`src/hdl/huffman_tree_walk_decoder_core_defines.svh`:
```
// ---------------------------------------------------------------------------
// Huffman tree walk decoder assertion macros
// Clocked on clk, disabled while rst is high.
// ---------------------------------------------------------------------------
`ifndef HUFFMAN_TREE_WALK_DECODER_CORE_DEFINES_SVH
`define HUFFMAN_TREE_WALK_DECODER_CORE_DEFINES_SVH

// same-cycle implication
`define HTWD_ASSERT_IMPL(label, ante, cons) \
  label: assert property (@(posedge clk) disable iff (rst) (ante) |-> (cons)) \
    else $error("htwd assertion failed");

// next-cycle implication
`define HTWD_ASSERT_NEXT(label, ante, cons) \
  label: assert property (@(posedge clk) disable iff (rst) (ante) |=> (cons)) \
    else $error("htwd assertion failed");

`endif

```
`src/hdl/htwd_pkg.sv`:
```
// ---------------------------------------------------------------------------
// htwd_pkg
// Types and constants shared by the Huffman tree walk decoder modules.
// ---------------------------------------------------------------------------
`default_nettype none

package htwd_pkg;

  localparam int NODE_COUNT_DEF = 512;
  localparam int IDX_W          = 9;
  localparam int SYM_W          = 8;
  localparam int CNT_W          = 48;

  localparam logic [3:0] BYTE_BITS = 4'd8;
  localparam logic [2:0] MSB_POS   = 3'd7;

  localparam logic [1:0] OP_NODE    = 2'd0;
  localparam logic [1:0] OP_DATA    = 2'd1;
  localparam logic [1:0] OP_RESTART = 2'd2;

  localparam logic [1:0] CFG_ROOT  = 2'd0;
  localparam logic [1:0] CFG_LSB   = 2'd1;
  localparam logic [1:0] CFG_LIMIT = 2'd2;

  typedef struct packed {
    logic [1:0]       op;
    logic [IDX_W-1:0] node_addr;
    logic             node_is_leaf;
    logic [SYM_W-1:0] node_symbol;
    logic [IDX_W-1:0] left_child;
    logic [IDX_W-1:0] right_child;
    logic [1:0]       child_present;
    logic [7:0]       data_byte;
  } req_t;

  typedef struct packed {
    logic [SYM_W-1:0] symbol;
    logic             last;
    logic             bad_path;
    logic             done_res;
  } res_t;

  // table entry: [28:27] present, [26] leaf, [25:18] symbol, [17:9] left, [8:0] right
  typedef struct packed {
    logic [1:0]       present;
    logic             is_leaf;
    logic [SYM_W-1:0] symbol;
    logic [IDX_W-1:0] left;
    logic [IDX_W-1:0] right;
  } node_t;

  typedef struct packed {
    logic clr;
    logic inc;
  } cnt_ctl_t;

  typedef enum logic [1:0] {
    ST_IDLE,
    ST_FETCH,
    ST_EVAL
  } state_t;

endpackage

`default_nettype wire

```
`src/hdl/htwd_count_unit.sv`:
```
// ---------------------------------------------------------------------------
// htwd_count_unit
// Decoded symbol counter with the shared limit comparator.
// ---------------------------------------------------------------------------
`default_nettype none

module htwd_count_unit (
  input  wire logic                          clk,
  input  wire logic                          rst,
  input  wire htwd_pkg::cnt_ctl_t            ctl,
  input  wire logic [htwd_pkg::CNT_W-1:0]    symbol_limit,
  output logic                               reached
);
  import htwd_pkg::*;

  logic [CNT_W-1:0] count;
  logic [CNT_W-1:0] count_next;

  always_comb begin
    if (ctl.clr) begin
      count_next = '0;
    end else if (ctl.inc) begin
      count_next = count + CNT_W'(1);
    end else begin
      count_next = count;
    end
  end

  assign reached = (count_next >= symbol_limit);

  always_ff @(posedge clk) begin
    if (rst) begin
      count <= '0;
    end else begin
      count <= count_next;
    end
  end

endmodule

`default_nettype wire

```
`config.mk`:
```
export PLATFORM = sky130hd
export DESIGN_NAME = htwd_count_unit
export DESIGN_NICKNAME = d
export VERILOG_FILES = /design/src/hdl/huffman_tree_walk_decoder_core_defines.svh /design/src/hdl/htwd_pkg.sv /design/src/hdl/htwd_count_unit.sv
export SDC_FILE = /design/constraint.sdc
export NUM_CORES = 1
export LEC_CHECK = 0
export BUFFER_PORTS_ARGS = -buffer_cell sky130_fd_sc_hd__buf_2
export CORE_MARGIN = 1
export CORE_UTILIZATION = 50
export CTS_BUF_LIST = sky130_fd_sc_hd__clkbuf_8
export CTS_CLUSTER_SIZE = 16
export DETAILED_ROUTE_END_ITERATION = 10
export PLACE_DENSITY = 0.71
export SLEW_MARGIN = 0
export SYNTH_ARGS = -nofsm -noshare
export SYNTH_HDL_FRONTEND = slang
export SYNTH_SLANG_ARGS = --single-unit
export TNS_END_PERCENT = 1
```
`constraint.sdc`:
```
create_clock -name clk -period 4.3 [get_ports clk]
set_clock_uncertainty 0.1 [all_clocks]
set_input_delay 0.645 -clock clk [delete_from_list [all_inputs] [get_ports clk]]
set_output_delay 0.645 -clock clk [all_outputs]
set_load 0.05 [all_outputs]
```
==> flow_metrics.tcl <==
set metrics [dict create \
    antenna_found_initial 0 \
    track_usage_pct 25.0 \
    clkPwrFrac_pct 37.3 \
    drv_cap 0 \
    powerDensity_mw_per_mm2 174 \
    grt_pass1_vias 3502 \
    wl_um 9150 \
    mostFrequentLayoutCells "nor2_1, buf_4, inv_1" \
    instances_no_fill 693 \
    async_flop_share_pct 0 \
    start_util_pct 52.6 \
    synthTopCellsByArea "dfxtp_1, ha_1, nor2_1, xnor2_1, inv_1" \
    num_vias 3571 \
    synth.cell_area_mm2 0.00363 \
    rsz0062_at_grt "yes" \
    synth_area_per_cell_um2 7.62 \
    final_common_cell "nor2_1" \
    outcome "finished with violations" \
    yosysSeqAreaShare_pct 26.4 \
    finalSetupViolations 1 \
    arrival_ns 3.70 \
    relSlewSlack_pct 50.9 \
    first_iter_violations 146 \
    drive_above_1_share_pct 31.0 \
    finalHoldViolations 0 \
    dp_hpwl_um 6340 \
    wl_per_cell_um 13.2 \
    met1_length_um 3930 \
    finalCritPeriodShare_pct 103 \
    cp.required_ns 3.56 \
    place_ws_ns -0.491 \
    largest_register_ffs 48 \
    synth_nets 578 \
    p_int_uw 657 \
    finalNetCount 697 \
    cts_buffers 5 \
    top_layer "met4" \
    drv_slew 0 \
    whs_path_depth 2 \
    yosys.area.top_type "dfxtp_1" \
    die_h_um 87.3 \
    yosys_warnings 0 \
    fp.dieW_um 87.3 \
    postCtsHoldBufs 0 \
    dp.cells 655 \
    syn_to_final_growth_pct 34.5 \
    grt.overflow.total 0 \
    wl_met2_um 4720 \
    ioPinCount 53 \
    drc 0 \
    hp-start "count[14]" \
    first_pass_iters 4 \
    htree_levels 2 \
    p_leak_uw 0.00237 \
    path_max_fanout 4 \
    cp-end-kind "output port" \
    gp_congestion 0.829 \
    r2r_cells 10 \
    r2r_end "count[30]" \
    dieArea_mm2 0.00761 \
    startpoint "count[22]" \
    core_mm2 0.00691 \
    grt_max_degree 38 \
    cts_tree "built" \
    failed_checks "setup timing" \
    cp-endpoint "reached" \
    worst_pin_slew_ns 0.737 \
    synth-seq-cells 48 \
    worstSkewPairLatency_ns 0.30 \
    syn_inst 477 \
    routed_via_density 5.15 \
    fmax_mhz 225 \
    power.switching_uw 195 \
    cts_buffer_depth 2 \
    cts.clk_slew.worst_paths_ns 0.09 \
    min_period_ns 4.45 \
    antennaDiodeCount 0 \
    synth_edf_count 0 \
    sequentialPowerShare_pct 52.3 \
    setup_ws_ns -0.146 \
    clock-root-buffer "clkbuf_8" \
    ir_drop_uv 143 \
    fp-row-count 30 \
    fill_cells 551 \
    synthFlopType "dfxtp_1" \
    grt_pass1_wl_um 15100 \
    numClockSinks 48 \
    wl_met3_um 274 \
    startpoint_type "flip-flop" \
    numPortBuffers 52 \
    yosysTopAreaCellShare_pct 26.4 \
    switching_share_pct 22.9 \
    hp-class "reg2reg" \
    power.share.combinational_pct 10.4 \
    registers.top_by_ff_count "count" \
    critPathKind "reg2out" \
    reg.largest.list "count (48)" \
    ant_nets 0 \
    r2r_slack_ns 2.14 \
    r2r-start "count[22]" \
    yosysUniqueCellTypes 39 \
]
## synthesized netlist by cell type (2+ instances only)
| cell | count |
|---|---|
| dfxtp_1 | 48 |
| clkbuf_1 | 9 |
| mux2_1 | 2 |
| and2_1 | 2 |
| nor4_2 | 6 |
| xnor2_1 | 29 |
| ha_1 | 49 |
| a221oi_1 | 2 |
| buf_4 | 2 |
| nor4_1 | 2 |
| nor3_1 | 20 |
| inv_1 | 52 |
| nor2_1 | 101 |
| nand3_1 | 18 |
| and3_1 | 8 |
| and4_1 | 12 |
| and4_4 | 2 |
| nand4_1 | 11 |
| o21ai_0 | 6 |
| o211ai_1 | 2 |
| a21oi_1 | 19 |
| a211oi_1 | 3 |
| or2_2 | 2 |
| buf_1 | 4 |
| and2_0 | 2 |
| nand2_1 | 35 |
| xor2_1 | 17 |
## power by group through the flow
stage	Combinational (µW)	Sequential, µW	Clock (µW)
after floorplan	46.0	456	0
after global placement	81.9	456	0
after detailed placement	85.0	456	0
after CTS	88.9	446	322
after global routing	102	446	343
final	88.7	446	317
## how the worst min path moves through the flow
stage,end,slack [ns]
final,count[14],0.45
after global routing,count[14],0.49
after CTS,count[14],0.46
after detailed placement,count[41],0.45
after global placement,count[47],0.44
after floorplan,count[30],0.40
## through the flow
stage                     setup TNS [ns]  total power [µW]  hold slack, ns  cell area [µm²]  util [%]
after global routing              -0.329               891           0.487             4890      70.8
after floorplan                        0               502           0.403             3650         -
final                             -0.146               851           0.448             4890      70.8
after CTS                         -0.129               856           0.455             4770      69.1
after detailed placement          -0.491               541           0.449             4320      62.6
after global placement            -0.482               538           0.438             4320      62.6
## timing repair
action	CTS	global route
cloned	0	0
setup endpoints to repair	1	1
buffers inserted	21	9
hold endpoints to repair	0	0
pin swaps	25	13
gates resized for setup	46	9
## area by class of cell
| type | instances | area [µm²] | share of cell area, % |
|---|---|---|---|
| Inverter | 52 | 195 | 3.99 |
| Sequential cell | 48 | 975 | 19.9 |
| Tap cell | 96 | 120 | 2.46 |
| Timing Repair Buffer | 128 | 900 | 18.4 |
| Clock inverter | 3 | 38.8 | 0.794 |
| Multi-Input combinational cell | 361 | 2590 | 53.0 |
| Clock buffer | 5 | 68.8 | 1.41 |
## metal layers
metal / vias to the layer above / track usage [%]
li1: 1836 / -
met2: 64 / 46.3
met1: 1651 / 29.5
met3: 20 / 3.32
met5: - / 0
met4: 0 / 8.64
## cells by family after synthesis
group,count (synthesis),synth area share (%)
simple gates,227,31.6
compound gates,36,5.89
mux,3,0.895
xor+xnor,46,11.1
fa+ha+maj,49,16.9
buf+inv,68,7.26
flops,48,26.4
## critical path, stage by stage (launching register included)
cell and delay [ns]:
dfxtp_1 0.41, and2_4 0.19, and4_4 0.29, and4_4 0.26
nand4_1 0.11, xor2_1 0.19, nor2_1 0.07, ha_1 0.32
nand4_1 0.14, nor4_1 0.25, buf_4 0.17, nand4_1 0.20
a211oi_2 0.34, nor4_4 0.07, a211oi_4 0.21, buf_6 0.19
No activity file was read; power rests on OpenSTA's default activity.
