`src/hdl/huffman_tree_walk_decoder_core_defines.svh`:
```
// ---------------------------------------------------------------------------
// Huffman tree walk decoder assertion macros
// Clocked on clk, disabled while rst is high.
// ---------------------------------------------------------------------------
`ifndef HUFFMAN_TREE_WALK_DECODER_CORE_DEFINES_SVH
`define HUFFMAN_TREE_WALK_DECODER_CORE_DEFINES_SVH

// same-cycle implication
`define HTWD_ASSERT_IMPL(label, ante, cons) \
  label: assert property (@(posedge clk) disable iff (rst) (ante) |-> (cons)) \
    else $error("htwd assertion failed");

// next-cycle implication
`define HTWD_ASSERT_NEXT(label, ante, cons) \
  label: assert property (@(posedge clk) disable iff (rst) (ante) |=> (cons)) \
    else $error("htwd assertion failed");

`endif

```
`src/hdl/htwd_pkg.sv`:
```
// ---------------------------------------------------------------------------
// htwd_pkg
// Types and constants shared by the Huffman tree walk decoder modules.
// ---------------------------------------------------------------------------
`default_nettype none

package htwd_pkg;

  localparam int NODE_COUNT_DEF = 512;
  localparam int IDX_W          = 9;
  localparam int SYM_W          = 8;
  localparam int CNT_W          = 48;

  localparam logic [3:0] BYTE_BITS = 4'd8;
  localparam logic [2:0] MSB_POS   = 3'd7;

  localparam logic [1:0] OP_NODE    = 2'd0;
  localparam logic [1:0] OP_DATA    = 2'd1;
  localparam logic [1:0] OP_RESTART = 2'd2;

  localparam logic [1:0] CFG_ROOT  = 2'd0;
  localparam logic [1:0] CFG_LSB   = 2'd1;
  localparam logic [1:0] CFG_LIMIT = 2'd2;

  typedef struct packed {
    logic [1:0]       op;
    logic [IDX_W-1:0] node_addr;
    logic             node_is_leaf;
    logic [SYM_W-1:0] node_symbol;
    logic [IDX_W-1:0] left_child;
    logic [IDX_W-1:0] right_child;
    logic [1:0]       child_present;
    logic [7:0]       data_byte;
  } req_t;

  typedef struct packed {
    logic [SYM_W-1:0] symbol;
    logic             last;
    logic             bad_path;
    logic             done_res;
  } res_t;

  // table entry: [28:27] present, [26] leaf, [25:18] symbol, [17:9] left, [8:0] right
  typedef struct packed {
    logic [1:0]       present;
    logic             is_leaf;
    logic [SYM_W-1:0] symbol;
    logic [IDX_W-1:0] left;
    logic [IDX_W-1:0] right;
  } node_t;

  typedef struct packed {
    logic clr;
    logic inc;
  } cnt_ctl_t;

  typedef enum logic [1:0] {
    ST_IDLE,
    ST_FETCH,
    ST_EVAL
  } state_t;

endpackage

`default_nettype wire

```
`src/hdl/htwd_seq.sv`:
```
// ---------------------------------------------------------------------------
// htwd_seq
// Walk sequencer: fetches one node per step, steps on each byte bit,
// emits symbols and errors through a one-deep pending stage.
// ---------------------------------------------------------------------------
`default_nettype none
`include "huffman_tree_walk_decoder_core_defines.svh"

module htwd_seq #(
  parameter int NODE_COUNT = htwd_pkg::NODE_COUNT_DEF,
  parameter int AW         = $clog2(NODE_COUNT)
) (
  input  wire logic                        clk,
  input  wire logic                        rst,
  input  wire logic                        start,
  input  wire htwd_pkg::req_t              cmd,
  output logic                             busy,
  input  wire logic [htwd_pkg::IDX_W-1:0]  root_node,
  input  wire logic                        root_load,
  input  wire logic [htwd_pkg::IDX_W-1:0]  root_value,
  input  wire logic                        lsb_first,
  output logic                             ram_we,
  output logic [AW-1:0]                    ram_waddr,
  output htwd_pkg::node_t                  ram_wdata,
  output logic                             ram_re,
  output logic [AW-1:0]                    ram_raddr,
  input  wire htwd_pkg::node_t             ram_rdata,
  output htwd_pkg::cnt_ctl_t               cnt_ctl,
  input  wire logic                        reached,
  output logic                             strobe,
  output htwd_pkg::res_t                   result
);
  import htwd_pkg::*;

  function automatic logic in_range(input logic [IDX_W-1:0] idx);
    return int'(idx) < NODE_COUNT;
  endfunction

  state_t           state, state_next;
  logic [IDX_W-1:0] cur, cur_next;
  logic             arrived, arrived_next;
  logic [3:0]       bit_cnt, bit_cnt_next;
  logic [7:0]       data_reg, data_next;
  logic             oor, oor_next;
  logic             pend_valid, pend_valid_next;
  res_t             pend, pend_next;
  logic             strobe_next;
  res_t             result_next;

  node_t            entry;
  logic [2:0]       pos;
  logic             bit_val;
  logic [IDX_W-1:0] child;
  logic             emit;
  logic             finish;
  res_t             new_res;

  assign busy      = (state != ST_IDLE);
  assign entry     = oor ? '0 : ram_rdata;
  assign pos       = lsb_first ? bit_cnt[2:0] : (MSB_POS - bit_cnt[2:0]);
  assign bit_val   = data_reg[pos];
  assign child     = bit_val ? entry.right : entry.left;
  assign ram_raddr = AW'(cur);
  assign ram_waddr = AW'(cmd.node_addr);
  assign ram_wdata = '{present: cmd.child_present, is_leaf: cmd.node_is_leaf,
                       symbol: cmd.node_symbol, left: cmd.left_child,
                       right: cmd.right_child};

  assign cnt_ctl.clr = (state == ST_IDLE) && start && (cmd.op == OP_RESTART);
  assign cnt_ctl.inc = (state == ST_EVAL) && arrived && entry.is_leaf;

  always_comb begin
    state_next      = state;
    cur_next        = cur;
    arrived_next    = arrived;
    bit_cnt_next    = bit_cnt;
    data_next       = data_reg;
    oor_next        = oor;
    pend_valid_next = pend_valid;
    pend_next       = pend;
    strobe_next     = 1'b0;
    result_next     = result;
    ram_we          = 1'b0;
    ram_re          = 1'b0;
    emit            = 1'b0;
    finish          = 1'b0;
    new_res         = '0;
    unique case (state)
      ST_IDLE: begin
        if (start) begin
          case (cmd.op)
            OP_NODE: begin
              ram_we = in_range(cmd.node_addr);
            end
            OP_DATA: begin
              data_next    = cmd.data_byte;
              bit_cnt_next = '0;
              arrived_next = 1'b0;
              state_next   = ST_FETCH;
            end
            OP_RESTART: begin
              cur_next = root_node;
            end
            default: begin
            end
          endcase
        end
        if (root_load) begin
          cur_next = root_value;
        end
      end
      ST_FETCH: begin
        ram_re     = 1'b1;
        oor_next   = !in_range(cur);
        state_next = ST_EVAL;
      end
      ST_EVAL: begin
        if (arrived && entry.is_leaf) begin
          emit             = 1'b1;
          new_res.symbol   = entry.symbol;
          new_res.done_res = reached;
          cur_next         = root_node;
          arrived_next     = 1'b0;
          state_next       = ST_FETCH;
        end else if ((bit_cnt == BYTE_BITS) || reached) begin
          finish = 1'b1;
        end else begin
          bit_cnt_next = bit_cnt + 4'd1;
          state_next   = ST_FETCH;
          if (!entry.present[bit_val] || !in_range(child)) begin
            emit             = 1'b1;
            new_res.bad_path = 1'b1;
            new_res.done_res = reached;
            cur_next         = root_node;
            arrived_next     = 1'b0;
          end else begin
            cur_next     = child;
            arrived_next = 1'b1;
          end
        end
      end
      default: begin
        state_next = ST_IDLE;
      end
    endcase

    if (emit) begin
      if (pend_valid) begin
        strobe_next      = 1'b1;
        result_next      = pend;
        result_next.last = 1'b0;
      end
      pend_next       = new_res;
      pend_valid_next = 1'b1;
    end
    if (finish) begin
      if (pend_valid) begin
        strobe_next      = 1'b1;
        result_next      = pend;
        result_next.last = 1'b1;
      end
      pend_valid_next = 1'b0;
      state_next      = ST_IDLE;
    end
  end

  always_ff @(posedge clk) begin
    if (rst) begin
      state      <= ST_IDLE;
      cur        <= '0;
      arrived    <= 1'b0;
      bit_cnt    <= '0;
      oor        <= 1'b0;
      pend_valid <= 1'b0;
      strobe     <= 1'b0;
    end else begin
      state      <= state_next;
      cur        <= cur_next;
      arrived    <= arrived_next;
      bit_cnt    <= bit_cnt_next;
      oor        <= oor_next;
      pend_valid <= pend_valid_next;
      strobe     <= strobe_next;
    end
  end

  always_ff @(posedge clk) begin
    data_reg <= data_next;
    pend     <= pend_next;
    result   <= result_next;
  end

  `HTWD_ASSERT_IMPL(a_idle_no_pend, state == ST_IDLE, !pend_valid)
  `HTWD_ASSERT_IMPL(a_bit_cnt_range, busy, bit_cnt <= BYTE_BITS)
  `HTWD_ASSERT_IMPL(a_bad_zero_sym, strobe && result.bad_path, result.symbol == '0)
  `HTWD_ASSERT_NEXT(a_fetch_eval, state == ST_FETCH, state == ST_EVAL)
  `HTWD_ASSERT_NEXT(a_finish_idle, state == ST_EVAL && finish, !busy)

endmodule

`default_nettype wire

```
`config.mk`:
```
export PLATFORM = sky130hd
export DESIGN_NAME = htwd_seq
export DESIGN_NICKNAME = d
export VERILOG_FILES = /design/src/hdl/htwd_pkg.sv /design/src/hdl/htwd_seq.sv
export VERILOG_INCLUDE_DIRS = /design/src /design/src/hdl
export SDC_FILE = /design/constraint.sdc
export NUM_CORES = 1
export LEC_CHECK = 0
export ABC_AREA = 0
export BUFFER_PORTS_ARGS = -buffer_cell sky130_fd_sc_hd__buf_2
export CORE_MARGIN = 2
export CORE_UTILIZATION = 25
export CTS_CLUSTER_SIZE = 30
export DETAILED_ROUTE_END_ITERATION = 16
export HOLD_SLACK_MARGIN = 0.1
export REMOVE_ABC_BUFFERS = 1
export SLEW_MARGIN = 20
export SYNTH_ARGS = -nofsm -noshare
export SYNTH_HDL_FRONTEND = slang
export SYNTH_SLANG_ARGS = --single-unit
```
`constraint.sdc`:
```
create_clock -name clk -period 2.2 [get_ports clk]
set_input_delay 0.11 -clock clk [delete_from_list [all_inputs] [get_ports clk]]
set_output_delay 0.11 -clock clk [all_outputs]
set_load 0.03 [all_outputs]
```
==> impl_metrics.ini, run 1 <==
[run_status]
status = finished, final reports clean

[sta]
fin_setup_tns_ns = 0
finalCritPeriodShare_pct = 96.69
layout_min_cycle_time_ns = 2.127
slew-limit-headroom_pct = 54.40
whs_ns = 0.1249
maxSlewViolCount = 0
fmax_mhz = 470.1
fin_worst_skew_ns = 0.008836
worst_pin_slew_ns = 0.6831
fin_ws_ns = 0.07278
setup_violations = 0
final_hold_viol_count = 0

[yosys]
synth-seq-cells = 47
synth-seq-area-share_pct = 40.90
synthCells = 296
synth-warning-count = 0
synth_edf_count = 29
avgSynthCellArea_um2 = 10.17
syn_area_mm2 = 0.003010
yosys_most_used_dff = edfxtp_1
synthDistinctLibCells = 48
async_reset_ff_share_pct = 0

[clock_tree]
numCtsBuffers = 5
clk_path_buf_depth = 2
root_buffer = clkbuf_16
cts_tree = built
clkLatencyLatePin_ns = 0.29
cts_sinks = 47
clk_pin_slew_ns = 0.07
cts_htree_levels = 2

[critical_path]
end_kind = flop
cp-start-kind = flop
required_ns = 2.26
rrSetupSlack_ns = 0.07
crit_arrival_ns = 2.19
startpoint = bit_cnt[1]
worstPathMaxFanout = 10
r2r-start = bit_cnt[1]
worst-setup-path-type = flop to flop
r2r_end = pend[5]
worstRegToRegCells = 7

[route]
first_pass_iters = 4
drt_iter0_markers = 137
drtAntennaViolNets = 0
routed_wl_um = 9558
drc_errors = 0
viasPerCell = 4.935
avgRoutedWirePerCell_um = 18.24
num_vias = 2586

[power]
seqPwrFrac_pct = 43.2
combPwrFrac_pct = 17.4
netSwitchingFraction_pct = 25.22
pwr_density_cell_mw_per_mm2 = 568.7
total_power_mw = 2.245
clkPwrFrac_pct = 39.4
internal_power_mw = 1.679
p_sw_mw = 0.5662
power.leakage_nw = 1.557
peakVddDrop_v = 0.0004290

[global_route]
grt_usage_pct = 14.54
grt_pass1_vias = 2584
antenna_found_initial = 0
grt_pass1_wl_um = 14210
grt_util_met3_pct = 10.15
gr-usage-met2_pct = 21.28
use_met1_pct = 17.09
top_usage_layer = met2
grt_max_degree = 20
grt-ovfl-total = 0

[final_layout]
area_growth_pct = 31.13
drive_gt1_share_pct = 39.52
diodes = 0
n_fill_cell = 1196
postLayoutCoreUtil_pct = 33.28
regArea_mm2 = 0.001239
nets = 479
multi_input_area_mm2 = 0.001458

[hold_path]
min_from = reached
min_path_type = input pin to flop
holdPathEnd = pend[0]
min_path_cells = 2

[placement]
dp_hpwl_um = 7111
pre_cts_slack_ns = -0.2388
portBuffers = 88
gp_congestion = 0.7324

[job]
cap_viol_max_count = 0

[floorplan]
start_util_pct = 25.38
die_x_um = 113.7
die-area_mm2 = 0.01294
ios = 165
die_h_um = 113.7
placeableCoreArea_mm2 = 0.01186
fp-row-count = 40
==> routing by layer <==
| layer | share of wire [%] | vias up |
|---|---|---|
| li1 | - | 1230 |
| met1 | 40 | 1171 |
| met2 | 43 | 164 |
| met3 | 14 | 19 |
| met4 | 1.8 | 2 |
| met5 | 0.30 | - |
==> worst max-delay path, stage by stage, from the launching register on <==
cell,delay (ns)
dfxtp_4,0.38
or3_4,0.40
o221ai_2,0.20
buf_4,0.16
nor3_4,0.05
or2_1,0.25
a211o_1,0.30
buf_12,0.16
==> synth_stat cells (all sizes together), types with 2 or more instances <==
master  instances  share of area (%)
buf            49                 12
mux2i          37                 12
edfxtp         29                 29
nor3           29                4.8
nand2          19                2.4
nor2           19                2.4
dfxtp          18                 12
a311o          10                3.3
clkbuf         10                1.2
a311oi          9                2.8
and2            9                1.9
a21oi           5                1.2
nand3b          5                1.2
inv             4               0.50
o221ai          4                1.8
o32a            4                1.3
nand2b          3               0.62
a211oi          2               0.91
ha              2               0.83
nand3           2               0.33
nand4           2               0.42
nor2b           2               0.42
nor4b           2               0.58
o211ai          2               0.50
o21ai           2               0.33
or2             2               0.42
or3             2               0.42
or4             2               0.62
xor2            2               0.58
==> cells in the final DEF (no fill, tap or decap), drive strengths merged, types with 3 or more instances in the layout <==
master | synthesis | final
a21oi | 5 | 5
edfxtp | 29 | 29
nor2 | 19 | 19
nor3 | 29 | 29
mux2i | 37 | 37
inv | 4 | 5
buf | 49 | 115
dfxtp | 18 | 18
nand2b | 3 | 3
o32a | 4 | 4
and2 | 9 | 9
o221ai | 4 | 4
a311o | 10 | 10
a311oi | 9 | 9
dlygate4sd3 | 0 | 16
nand2 | 19 | 19
nand3b | 5 | 5
clkbuf | 10 | 6
==> cell families after synthesis <==
| group | after synthesis | share of synthesized area, % |
|---|---|---|
| AND/OR/NAND/NOR | 100 | 17.04 |
| buffers and inverters | 63 | 13.67 |
| flip-flops | 47 | 40.90 |
| AO/OA/AOI/OAI | 45 | 14.67 |
| multiplexers | 37 | 12.30 |
| XOR/XNOR | 2 | 0.5820 |
| adder cells (fa/ha/maj) | 2 | 0.8311 |
==> power by group through the flow <==
stage | Combinational [mW] | Clock (mW) | Sequential (mW)
4_1_cts | 0.364 | 0.904 | 0.973
5_1_grt | 0.424 | 0.940 | 0.974
3_5_place_dp | 0.342 | 0 | 0.993
3_3_place_gp | 0.334 | 0 | 0.993
2_1_floorplan | 0.140 | 0 | 1.03
6_report | 0.390 | 0.884 | 0.971
==> per-stage QoR <==
| step | instance area, um^2 | instances |
|---|---|---|
| 6_report | 3948 | 524 |
| 5_1_grt | 3948 | 524 |
| 4_1_cts | 3807 | 521 |
| 3_5_place_dp | 3481 | 498 |
| 3_3_place_gp | 3481 | 498 |
| 2_1_floorplan | 2614 | 237 |
==> how the worst max path moves through the flow <==
stage	endpoint	slack, ns	cells past startpoint
detailed placement	flop	-0.24	6
finish	pend[5]	0.07	7
global placement	flop	-0.19	6
floorplan	pend[0]	-0.50	6
global route	flop	-0.02	7
CTS	flop	0.02	7
==> timing repair <==
| item | CTS | global route |
|---|---|---|
| hold buffers | 15 | 1 |
| cloned | 0 | 1 |
| hold endpoints to repair | 15 | 1 |
| resized for setup | 3 | 21 |
| setup buffers | 0 | 1 |
| pin swaps | 0 | 4 |
| endpoints found under the setup margin | 42 | 43 |
==> final cells by class <==
cell class	count	share of cell area [%]
clock inverters	3	1.173
well taps	147	4.659
clock buffers	5	3.170
multi-input cells	186	36.93
repair buffers	132	22.31
inverters	4	0.3803
flip-flops and latches	47	31.38
(Power assumes the default switching activity.)
==> run 2, diff against run 1 <==
- CORE_UTILIZATION: 25 -> 39
- PLACE_DENSITY: unset -> 0.74
==> run 2 against run 1 <==
Total power fell by 11%. Cell area fell by 4.7%. Cell count fell by 9.0%. Critical path depth did not move. Worst setup slack got worse by 0.040 ns. Clock skew rose by 0.0034 ns. Die area fell by 35%. Via count fell by 0.85%. Critical path type unchanged. Largest power group unchanged.
==> impl_metrics.ini, run 2 (synthesized netlist as in run 1, its figures left out) <==
[placement]
gp_congestion = 0.8254
dp_hpwl_um = 6652
placed_cell_area_mm2 = 0.003374
portBuffers = 88
place_inst = 451

[clock_tree]
cts_htree_levels = 2
numCtsBuffers = 5
cts_sinks = 47
clk_pin_slew_ns = 0.09
root_buffer = clkbuf_8
clk_path_buf_depth = 2
cts_tree = built
clkLatencyLatePin_ns = 0.31

[final_layout]
n_fill_cell = 700
layout.cells.non_filler = 477
postLayoutCoreUtil_pct = 49.47
layout_common_cells = buf_2, mux2i_1, edfxtp_1
nets = 477
final_common_cell = buf_2
drive_gt1_share_pct = 37.87
multi_input_area_mm2 = 0.001451
area_growth_pct = 25.02
diodes = 0
design_area_mm2 = 0.003764
regArea_mm2 = 0.001239

[critical_path]
critPathBufInv = 1
worst-setup-path-type = flop to flop
startpoint = bit_cnt[2]
path_cells = nand3b_1, o32a_1, o221ai_2, or4_4, a41oi_4, buf_6, nor3_1
crit_path_top_delay_cell = or4_4
worstPathMaxFanout = 12
r2r-start = bit_cnt[2]
critPathMaxStageDelay_ns = 0.56
end_kind = flop
cp_top_family = simple AND/OR/NAND/NOR gates
required_ns = 2.26
cp-start-kind = flop
crit_arrival_ns = 2.23

[sta]
grt_setup_unrepaired = yes
layout_min_cycle_time_ns = 2.167
fmax_mhz = 461.4
fin_worst_skew_ns = 0.01226
fin_setup_tns_ns = 0
slew-limit-headroom_pct = 55.39
worst_pin_slew_ns = 0.6683
maxSlewViolCount = 0
final_hold_viol_count = 0
finalCritPeriodShare_pct = 98.51
setup_violations = 0

[power]
peakVddDrop_v = 0.0002707
power.leakage_nw = 1.498
pwr_density_cell_mw_per_mm2 = 532.5

[route]
drtAntennaViolNets = 0
drt_iter0_markers = 159
num_vias = 2564
viasPerCell = 5.375
avgRoutedWirePerCell_um = 19.27
drc_errors = 0
routed_wl_um = 9193
first_pass_iters = 4

[floorplan]
die_h_um = 91.86
start_util_pct = 39.57
die-area_mm2 = 0.008437
die_x_um = 91.86
placeableCoreArea_mm2 = 0.007607
fp-row-count = 32
ios = 165

[hold_path]
min_from = ram_rdata[28]
min_path_type = input pin to flop

[run_status]
status = finished, final reports clean

[global_route]
grt_pass1_wl_um = 13920
grt_max_degree = 20
grt_pass1_vias = 2544
antenna_found_initial = 0
grt-ovfl-total = 0
grt_usage_pct = 21.54

[job]
cap_viol_max_count = 0
## run 2: through the flow
step	worst slack (ns)	hold slack, ns	power [mW]
floorplan	-0.5005	0.1816	1.168
global placement	-0.1532	0.2202	1.317
detailed placement	-0.2325	0.2202	1.325
CTS	0.01274	0.1039	1.997
global route	-0.06895	0.1357	2.072
finish	0.03272	0.1332	2.004
## run 2: final timing paths
kind | cells past startpoint | slack [ns] | end
worst max-delay path | 7 | 0.03 | flop
worst min register to register | 3 | 0.60 | ram_raddr[6]
worst min-delay path | 2 | 0.13 | arrived
worst max register to register | 7 | 0.03 | flop
## run 2: power by group
| group | internal [mW] | total, mW | switching, mW |
|---|---|---|---|
| Sequential | 0.953 | 0.972 | 0.0188 |
| Clock | 0.345 | 0.661 | 0.316 |
| Combinational | 0.173 | 0.372 | 0.199 |
## run 2: layout make-up
cell class / instances / area share (%)
clock inverters: 3 / 1.263
inverters: 4 / 0.3989
flip-flops and latches: 47 / 32.91
repair buffers: 130 / 21.64
multi-input cells: 186 / 38.56
clock buffers: 5 / 1.828
well taps: 102 / 3.391
## run 2: routing by layer
layer	wire length (um)	share of wire [%]	GRT usage [%]	vias up
li1	-	-	-	1225
met1	3718	40	25.83	1155
met2	4043	44	32.05	164
met3	1148	12	12.08	16
met4	174	1.9	6.468	4
met5	108	1.2	10.26	-
## run 2: repair_timing
action | in CTS | in global routing
buffers inserted | 0 | 1
hold buffers | 17 | 0
pin swaps | 0 | 1
resized for setup | 4 | 15
endpoints found under the setup margin | 42 | 44
hold endpoints to repair | 17 | 0
